$ cat src/rtl/core/csh_pkg.sv
// ---------------------------------------------------------------------------
// csh_pkg
// Shared types and constants of the context symbol histogram unit.
// ---------------------------------------------------------------------------
package csh_pkg;

  localparam int unsigned OperationW = 2;
  localparam int unsigned SubspaceW  = 2;
  localparam int unsigned SymbolW    = 8;
  localparam int unsigned ReadBinW   = 16;
  localparam int unsigned CountOutW  = 32;
  // widest counter supported; output saturation works on this width
  localparam int unsigned CountWideW = 48;

  typedef enum logic [OperationW-1:0] {
    OP_COUNT   = 2'd0,
    OP_READ    = 2'd1,
    OP_RESTART = 2'd2
  } csh_op_e;

  // per-request control from the context tracker
  typedef struct packed {
    logic bump;   // increment the addressed counter
    logic rd;     // return the addressed counter
  } csh_ctl_t;

endpackage

$ cat src/rtl/core/csh_context.sv
// ---------------------------------------------------------------------------
// csh_context
// Per-subspace previous-symbol tracking and counter bin selection.
// ---------------------------------------------------------------------------
module csh_context #(
  parameter int unsigned SUBSPACES   = 4,
  parameter int unsigned SYMBOL_BITS = 8,
  parameter int unsigned SUB_W       = 2
) (
  input  logic                     clk_i,
  input  logic                     rst_ni,
  input  logic                     accept_i,
  input  csh_pkg::csh_op_e         op_i,
  input  logic [SUB_W-1:0]         sub_idx_i,
  input  logic                     sub_ok_i,
  input  logic [SYMBOL_BITS-1:0]   sym_i,
  input  logic                     context_mode_i,
  output csh_pkg::csh_ctl_t        ctl_o,
  output logic [2*SYMBOL_BITS-1:0] bin_o
);

  logic [SYMBOL_BITS-1:0] last_sym_q [SUBSPACES];
  logic [SUBSPACES-1:0]   ctx_valid_q;
  logic [SYMBOL_BITS-1:0] last_sym;
  logic                   ctx_valid;

  assign last_sym  = sub_ok_i ? last_sym_q[sub_idx_i] : '0;
  assign ctx_valid = sub_ok_i & ctx_valid_q[sub_idx_i];

  always_comb begin
    ctl_o = '0;
    case (op_i)
      csh_pkg::OP_COUNT: ctl_o.bump = sub_ok_i & (~context_mode_i | ctx_valid);
      csh_pkg::OP_READ:  ctl_o.rd   = 1'b1;
      default:           ctl_o      = '0;
    endcase
  end

  assign bin_o = context_mode_i ? {last_sym, sym_i} : {{SYMBOL_BITS{1'b0}}, sym_i};

  always_ff @(posedge clk_i or negedge rst_ni) begin
    if (!rst_ni) begin
      ctx_valid_q <= '0;
      for (int i = 0; i < SUBSPACES; i++) begin
        last_sym_q[i] <= '0;
      end
    end else if (accept_i) begin
      case (op_i)
        csh_pkg::OP_COUNT: begin
          // plain mode tracks context too, so a mode switch stays defined
          if (sub_ok_i) begin
            last_sym_q[sub_idx_i]  <= sym_i;
            ctx_valid_q[sub_idx_i] <= 1'b1;
          end
        end
        csh_pkg::OP_RESTART: ctx_valid_q <= '0;
        default: ;
      endcase
    end
  end

endmodule

$ cat config.mk
export PLATFORM = sky130hd
export DESIGN_NAME = csh_context
export DESIGN_NICKNAME = d
export VERILOG_FILES = /design/src/rtl/core/csh_pkg.sv /design/src/rtl/core/csh_context.sv
export SDC_FILE = /design/constraint.sdc
export NUM_CORES = 1
export LEC_CHECK = 0
export ABC_AREA = 0
export BUFFER_PORTS_ARGS = -buffer_cell sky130_fd_sc_hd__buf_2
export CORE_AREA = 10 10 70 72
export DETAILED_ROUTE_END_ITERATION = 7
export DIE_AREA = 0 0 80 82
export PLACE_DENSITY = 0.75
export SLEW_MARGIN = 20
export SYNTH_ARGS = -nofsm -noshare
export SYNTH_HDL_FRONTEND = slang
export SYNTH_SLANG_ARGS = --single-unit
$ cat constraint.sdc
create_clock -name clk_i -period 1.55 [get_ports clk_i]
set_input_delay 0.31 -clock clk_i [delete_from_list [all_inputs] [get_ports clk_i]]
set_output_delay 0.31 -clock clk_i [all_outputs]
set_load 0.05 [all_outputs]
==> flow_summary.ini, run 1 <==
[hold_path]
min-delay-start = sym_i[7]
hold_end = last_sym_q[7]
hold_path.class = in2reg
min_path_cells = 2

[critical_path]
rrSetupSlack_ns = 0.55
worstPathRequired_ns = 1.24
crit_path_start_kind = flip-flop
cp-end-kind = output pin
r2r_start = last_sym_q[10]
crit_type = reg2out
rr_worst_depth = 3
cp_max_fo = 2
worstPathArrival_ns = 1.53
r2r_end = last_sym_q[10]

[logic_synthesis]
synth_top_family_by_area = multiplexers
yosysTopAreaCellShare = 0.496
synthMuxAreaShare = 0.333
synth_warnings = 0
ys_top_cells_by_area = dfrtp_1, mux2_2, mux2_4
syn_avg_cell_area_sq_um = 14.9
yosys.area_share.simple = 0.101
synth_xor_area_frac = 0
syn-num-nets = 139
synth_compound_area_frac = 0.0117
netlist_area_sq_um = 1820
synthAdderAreaFrac = 0
yosys.area.top_type = dfrtp_1
ys_ff_latch = 36
ys_types = 24
synth_cells = 122
seq_area_frac_synth = 0.496

[clocking]
clk_pin_slew_ns = 0.11
cts_tree = yes
numClockSinks = 36
root_buffer = clkbuf_4
cts_made_buffers = 5
worst_skew_pair.late_latency_ns = 0.34
cts_htree_levels = 2
cts.path.max_buffers = 2

[sta]
period_needed_ns = 1.84
setup_slack_ns = -0.293
setup_tns_ns = -2.30
slew_headroom = 0.707
fin_skew_ns = 0
rsz0062_at_grt = true
final-hold-violation-count = 0
tightestPinTransition_ns = 0.440
setup_violations = 9
slew_violations = 0
finalCritPeriodShare = 1.19
timing.fmax_ghz = 0.542

[detailed_routing]
routedWlPerCell_microns = 17.6
routed.top_layer = met4
wl_met1_microns = 1580
wl_met2_microns = 2060
finalWirelength_microns = 3880
drc = 0
dr.pass1.iters = 4
via_per_inst = 5.40
postRouteAntennaNets = 0
vias = 1189
wl_met3_microns = 203
drt_iter0_markers = 76

[pwr]
peakVddDrop_uv = 791
leakage_nw = 1.10
power_density_nw_per_um2 = 1040

[final_layout]
insertedDiodeCount = 0
drive_above_1_share = 0.674
finalNetCount = 189
finalNonFillerCells = 220
syn2layout_area_growth_pct = 24.4
final_common_cell = dfrtp_1
stdcell_area_sq_um = 2260
mostFrequentLayoutCells = dfrtp_1, buf_2, mux2_2
utilization = 0.631
fillers = 291

[die]
die_w_microns = 80
coreArea_sq_um = 3580
initial_core_util = 0.508
ios = 35
fp.dieArea_sq_um = 6560
rows = 22
die_h_microns = 82

[grt]
grt_max_degree = 37
grt_pass1_wl_microns = 6470
grt_usage = 0.128
antenna_found_initial = 0
grt_pass1_vias = 1293
overflow = 0

[run]
cap_violations = 0

[placed_design]
gp_congestion = 0.692
post-place-cells = 199
placed_area_sq_um = 2040
portBuffers = 34
hpwl_microns = 2750
pre_cts_ws_ns = -0.349

[run_status]
violations = negative setup slack
status = finished with violations
==> per-stage QoR <==
step / power (mW) / hold slack (ns)
final: 2.35 / 0.241
after CTS: 2.34 / 0.226
after global routing: 2.48 / 0.230
after global placement: 1.74 / 0.359
after detailed placement: 1.78 / 0.373
after floorplan: 1.63 / 0.0144
==> critical path, stage by stage (launching register included) <==
cell and delay [ns]:
dfrtp_1 0.38, mux4_2 0.48, and3_4 0.18, buf_6 0.14
==> layer usage <==
metal,vias up,GRT usage
met5,-,0
met2,28,0.224
met4,0,0.0458
met1,614,0.142
met3,4,0.0448
li1,543,-
==> flip-flops by register name, summed over array words and instances, names as in the netlist <==
name / flops
last_sym_q: 32
ctx_valid_q: 4
==> power breakdown <==
part,internal [mW],switching (mW)
sequential,1.11,0.0893
clock,0.167,0.303
combinational,0.394,0.280
total,1.67,0.672
==> cells by family (layout without fill, tap and decap cells) <==
family | after synthesis | in the layout
buffers and inverters | 13 | 63
multiplexers | 42 | 42
flip-flops | 36 | 36
AND/OR/NAND/NOR | 27 | 27
AO/OA/AOI/OAI | 4 | 4
==> cell usage after synthesis <==
cell / number
buf_2: 1
and3b_1: 2
and4bb_4: 1
mux2_2: 24
and2b_2: 1
a31oi_1: 1
buf_4: 8
clkbuf_1: 1
mux2i_1: 2
mux4_2: 4
dfrtp_1: 36
nand3b_1: 1
nand3_1: 1
buf_6: 2
a21oi_1: 3
nor3b_1: 1
and2b_1: 2
and3_1: 9
mux2_4: 8
buf_8: 1
nand2_2: 3
and3_4: 1
nor2_1: 5
mux4_1: 4
==> worst max path at each step <==
stage                  start        end  slack [ns]  cells after the start
6_report       last_sym_q[6]  bin_o[14]       -0.29                      3
5_1_grt        last_sym_q[0]   bin_o[8]       -0.36                      3
4_1_cts        last_sym_q[6]  bin_o[14]       -0.32                      3
3_5_place_dp    sub_idx_i[0]  bin_o[10]       -0.35                      4
3_3_place_gp    sub_idx_i[0]  bin_o[15]       -0.34                      4
2_1_floorplan   sub_idx_i[0]  bin_o[11]      -0.003                      4
==> cell type report <==
class                   count  area, sq um  area share
well taps                  48         60.1      0.0266
flip-flops and latches     36          901       0.399
clock buffers               6         41.3      0.0183
multi-input cells          73          840       0.372
repair buffers             56          413       0.183
clock inverters             1         5.00     0.00221
==> timing repair <==
action,in CTS,in global routing
endpoints found under the hold margin,36,0
pin swaps,6,1
gates resized for setup,28,0
buffers inserted,8,5
setup endpoints to repair,9,9
hold buffers,1,0
No activity file was read; power rests on OpenSTA's default activity.
==> inputs of run 2 (changes only) <==
--- a/config.mk
+++ b/config.mk
@@ -7,9 +7,9 @@
 export LEC_CHECK = 0
 export ABC_AREA = 0
 export BUFFER_PORTS_ARGS = -buffer_cell sky130_fd_sc_hd__buf_2
-export CORE_AREA = 10 10 70 72
+export CORE_AREA = 2 2 62 64
 export DETAILED_ROUTE_END_ITERATION = 7
-export DIE_AREA = 0 0 80 82
+export DIE_AREA = 0 0 64 66
 export PLACE_DENSITY = 0.75
 export SLEW_MARGIN = 20
 export SYNTH_ARGS = -nofsm -noshare
==> flow_summary.ini, run 2 (same netlist as run 1, synthesis figures left out) <==
[final_layout]
insertedDiodeCount = 0
final_common_cell = dfrtp_1
syn2layout_area_growth_pct = 29.5
largest_registers = last_sym_q x32, ctx_valid_q x4
finalNetCount = 187
largest_register_ffs = 32
mostFrequentLayoutCells = dfrtp_1, buf_2, mux2_2
finalNonFillerCells = 219
stdcell_area_sq_um = 2350
top_register = last_sym_q
drive_above_1_share = 0.678

[critical_path]
cp_top_family = multiplexers
worstPathRequired_ns = 1.24
cp_max_fo = 2
r2r_start = last_sym_q[0]
worstPathArrival_ns = 1.54
rr_worst_depth = 3
cp_cell_sequence = mux4_2 -> and3_4 -> buf_8
crit_type = reg2out
rrSetupSlack_ns = 0.52
path_buf_inv = 1
r2r_end = last_sym_q[0]
cp-end-kind = output pin
crit_path_start_kind = flip-flop
critPathMaxStageDelay_ns = 0.47
cp_slowest_cell = mux4_2

[pwr]
pwr-share-clk = 0.343
seqPwrFrac = 0.419
leakage_nw = 1.14
p_sw_frac = 0.243
p_comb_frac = 0.238
power_mw = 2.88
intPower_mw = 2.18
power_switching_mw = 0.700
power_density_nw_per_um2 = 1220
peakVddDrop_uv = 741

[clocking]
numClockSinks = 36
root_buffer = clkbuf_4
cts_made_buffers = 5
cts_tree = yes
worst_skew_pair.late_latency_ns = 0.34
clk_pin_slew_ns = 0.12
cts.path.max_buffers = 2
cts_htree_levels = 2

[detailed_routing]
via_per_inst = 5.39
drt_iter0_markers = 37
postRouteAntennaNets = 0
drc = 0
finalWirelength_microns = 3750
vias = 1180
dr.pass1.iters = 4
routedWlPerCell_microns = 17.1

[sta]
rsz0062_at_grt = true
final-hold-violation-count = 0
setup_slack_ns = -0.302
slew_violations = 0
timing.fmax_ghz = 0.540
setup_violations = 9
tightestPinTransition_ns = 0.430
finalCritPeriodShare = 1.19
slew_headroom = 0.713
fin_skew_ns = 0
period_needed_ns = 1.85

[placed_design]
post-place-cells = 199
placed_area_sq_um = 2050
hpwl_microns = 2570
portBuffers = 34
gp_congestion = 0.800

[die]
fp.dieArea_sq_um = 4220
die_w_microns = 64
initial_core_util = 0.512
die_h_microns = 66
rows = 22
ios = 35
coreArea_sq_um = 3550

[grt]
overflow = 0
grt_usage = 0.206
grt_pass1_vias = 1204
grt_pass1_wl_microns = 6330
grt_max_degree = 20
antenna_found_initial = 0

[run_status]
violations = negative setup slack
status = finished with violations

[run]
cap_violations = 0

[hold_path]
min-delay-start = sym_i[7]
hold_path.class = in2reg
min_path_cells = 2
hold_end = last_sym_q[7]
run 2: changes by cell type in the layout (fill, tap and decap cells not counted):
cell / previous run / this run
buf_12: 0 / 1
buf_4: 21 / 18
buf_6: 4 / 0
buf_8: 5 / 9
bufinv_16: 0 / 3
clkbuf_1: 1 / 0
clkinv_2: 1 / 0
run 2: how the worst max path moves through the flow:
stage                   from         to  slack [ns]  depth (start not counted)
6_report       last_sym_q[0]   bin_o[8]       -0.30                          3
5_1_grt        last_sym_q[0]   bin_o[8]       -0.37                          3
4_1_cts        last_sym_q[6]  bin_o[14]       -0.30                          3
3_5_place_dp    sub_idx_i[0]   bin_o[8]       -0.35                          4
3_3_place_gp    sub_idx_i[0]   bin_o[8]       -0.32                          4
2_1_floorplan   sub_idx_i[0]  bin_o[11]      -0.003                          4
run 2: area by class of cell:
class / count / area [sq um]
clock buffer: 5 / 37.5
fill: 257 / 1200
sequential: 36 / 901
timing repair buffer: 54 / 425
tap: 48 / 60.1
multi-input combinational: 73 / 840
clock inverter: 3 / 90.1
run 2: timing repair:
item,4_1_cts,5_1_grt
setup endpoints to repair,9,9
hold buffers,1,0
resized for setup,32,0
pin swaps,10,2
buffers inserted,8,3
hold endpoints to repair,17,0
run 2: metal layers:
layer  global-route usage  part of all wire  up-vias
li1                     -                 -      539
met1                0.262              0.43      604
met2                0.344              0.51       31
met3               0.0579             0.044        6
met4               0.0652             0.013        0
met5                    0                 0        -
run 2: per-stage QoR:
stage	utilization	worst slack (ns)	setup TNS [ns]	hold WS [ns]
floorplan	-	-0.00332	-0.0133	0.0144
global placement	0.578	-0.316	-3.58	0.256
detailed placement	0.578	-0.346	-4.25	0.271
CTS	0.656	-0.299	-2.39	0.238
global route	0.663	-0.366	-2.92	0.226
finish	0.663	-0.302	-2.36	0.238
run 2: power groups by stage:
stage / Clock [mW] / Combinational, mW / Sequential, mW
2_1_floorplan: 0 / 0.446 / 1.18
3_3_place_gp: 0 / 0.537 / 1.20
3_5_place_dp: 0 / 0.559 / 1.22
4_1_cts: 0.996 / 0.667 / 1.20
5_1_grt: 1.05 / 0.732 / 1.22
6_report: 0.985 / 0.685 / 1.21
==> inputs of run 3 (changes only) <==
--- a/config.mk
+++ b/config.mk
@@ -7,10 +7,11 @@
 export LEC_CHECK = 0
 export ABC_AREA = 0
 export BUFFER_PORTS_ARGS = -buffer_cell sky130_fd_sc_hd__buf_2
-export CORE_AREA = 2 2 62 64
+export CORE_AREA = 2 2 60 62
+export CTS_BUF_LIST = sky130_fd_sc_hd__clkbuf_4
 export DETAILED_ROUTE_END_ITERATION = 7
-export DIE_AREA = 0 0 64 66
-export PLACE_DENSITY = 0.75
+export DIE_AREA = 0 0 62 64
+export PLACE_DENSITY = 0.79
 export SLEW_MARGIN = 20
 export SYNTH_ARGS = -nofsm -noshare
 export SYNTH_HDL_FRONTEND = slang
==> flow_summary.ini, run 3 (same netlist as run 1, synthesis figures left out) <==
[run_status]
status = finished with violations
violations = negative setup slack

[final_layout]
multiInputGateArea_sq_um = 840
syn2layout_area_growth_pct = 23.3
finalNetCount = 181
largest_registers = last_sym_q x32, ctx_valid_q x4
utilization = 0.682
final_common_cell = dfrtp_1
fillers = 243
largest_register_ffs = 32
insertedDiodeCount = 0
finalNonFillerCells = 211
mostFrequentLayoutCells = dfrtp_1, buf_2, mux2_2
stdcell_area_sq_um = 2240
seq_area_sq_um = 901
top_register = last_sym_q
drive_above_1_share = 0.667

[clocking]
clk_pin_slew_ns = 0.12
cts_htree_levels = 2
worst_skew_pair.late_latency_ns = 0.33
numClockSinks = 36
root_buffer = clkbuf_4
cts_made_buffers = 5
cts.path.max_buffers = 2
cts_tree = yes

[grt]
grt_usage = 0.200
grt_pass1_wl_microns = 5710
grt_pass1_vias = 1173
grt_max_degree = 37
antenna_found_initial = 0
overflow = 0

[die]
fp.dieArea_sq_um = 3970
die_h_microns = 64
ios = 35
rows = 21
die_w_microns = 62
initial_core_util = 0.553
coreArea_sq_um = 3280

[sta]
fin_hold_ws_ns = 0.251
finalCritPeriodShare = 1.21
final-hold-violation-count = 0
fin_skew_ns = 0
timing.fmax_ghz = 0.533
slew_headroom = 0.758
tightestPinTransition_ns = 0.363
setup_tns_ns = -2.43
rsz0062_at_grt = true
period_needed_ns = 1.88
slew_violations = 0
setup_slack_ns = -0.325
setup_violations = 9

[critical_path]
r2r_start = last_sym_q[4]
worstPathRequired_ns = 1.24
r2r_end = last_sym_q[4]
cp-end-kind = output pin
critPathLaunch = last_sym_q[4]
crit_end = bin_o[12]
crit_type = reg2out
crit_path_start_kind = flip-flop
cp_max_fo = 2
worstPathArrival_ns = 1.57
rr_worst_depth = 2
rrSetupSlack_ns = 0.63

[detailed_routing]
wl_met3_microns = 140
dr.pass1.iters = 4
drc = 0
drt_iter0_markers = 16
routed.top_layer = met4
wl_met1_microns = 1580
vias = 1142
via_per_inst = 5.41
routedWlPerCell_microns = 16.6
finalWirelength_microns = 3510
wl_met2_microns = 1740
postRouteAntennaNets = 0

[pwr]
leakage_nw = 1.08
peakVddDrop_uv = 956
power_density_nw_per_um2 = 1110
power_mw = 2.48

[placed_design]
hpwl_microns = 2340
pre_cts_ws_ns = -0.335
placed_area_sq_um = 2040
portBuffers = 34
gp_congestion = 0.735
post-place-cells = 196

[run]
cap_violations = 0

[hold_path]
hold_path.class = in2reg
[run 3: changes by cell type in the layout (fill, tap and decap cells not counted)]
cell / delta
clkinvlp_4: +1
buf_6: +5
bufinv_16: -2
clkinv_2: +1
buf_4: -6
buf_8: -5
[run 3: how the worst min path moves through the flow]
| stage | slack (ns) | to | startpoint | depth (start not counted) |
|---|---|---|---|---|
| after global placement | 0.28 | last_sym_q[30] | rst_ni | 2 |
| after floorplan | 0.01 | ctx_valid_q[0] | rst_ni | 0 |
| after CTS | 0.24 | last_sym_q[3] | sym_i[3] | 2 |
| final | 0.25 | last_sym_q[0] | sym_i[0] | 2 |
| after global routing | 0.25 | last_sym_q[0] | sym_i[0] | 2 |
| after detailed placement | 0.29 | last_sym_q[30] | rst_ni | 2 |
[run 3: report_power, final]
| part | internal [mW] | switching, mW | total [mW] |
|---|---|---|---|
| Sequential | 1.11 | 0.0889 | 1.20 |
| Clock | 0.336 | 0.320 | 0.656 |
| Combinational | 0.361 | 0.267 | 0.628 |
| Total | 1.81 | 0.676 | 2.48 |
[run 3: critical path, stage by stage (launching register included)]
cell	delay (ns)
dfrtp_1	0.41
mux4_2	0.49
and3_4	0.19
buf_6	0.14
[run 3: routing by layer]
layer,up-vias,track usage
li1,526,-
met1,576,0.271
met2,34,0.323
met3,6,0.0526
met4,0,0.0399
met5,-,0
[run 3: area by class of cell]
| class | instances | area share |
|---|---|---|
| multi-input combinational | 73 | 0.375 |
| sequential | 36 | 0.402 |
| clock buffer | 5 | 0.0168 |
| tap | 46 | 0.0257 |
| timing repair buffer | 48 | 0.161 |
| clock inverter | 3 | 0.0190 |
[run 3: timing repair]
action / CTS / global route
pin swaps: 0 / 1
hold buffers: 1 / 0
setup endpoints to repair: 9 / 9
buffers inserted: 4 / 2
hold endpoints to repair: 36 / 0
gates resized for setup: 26 / 1
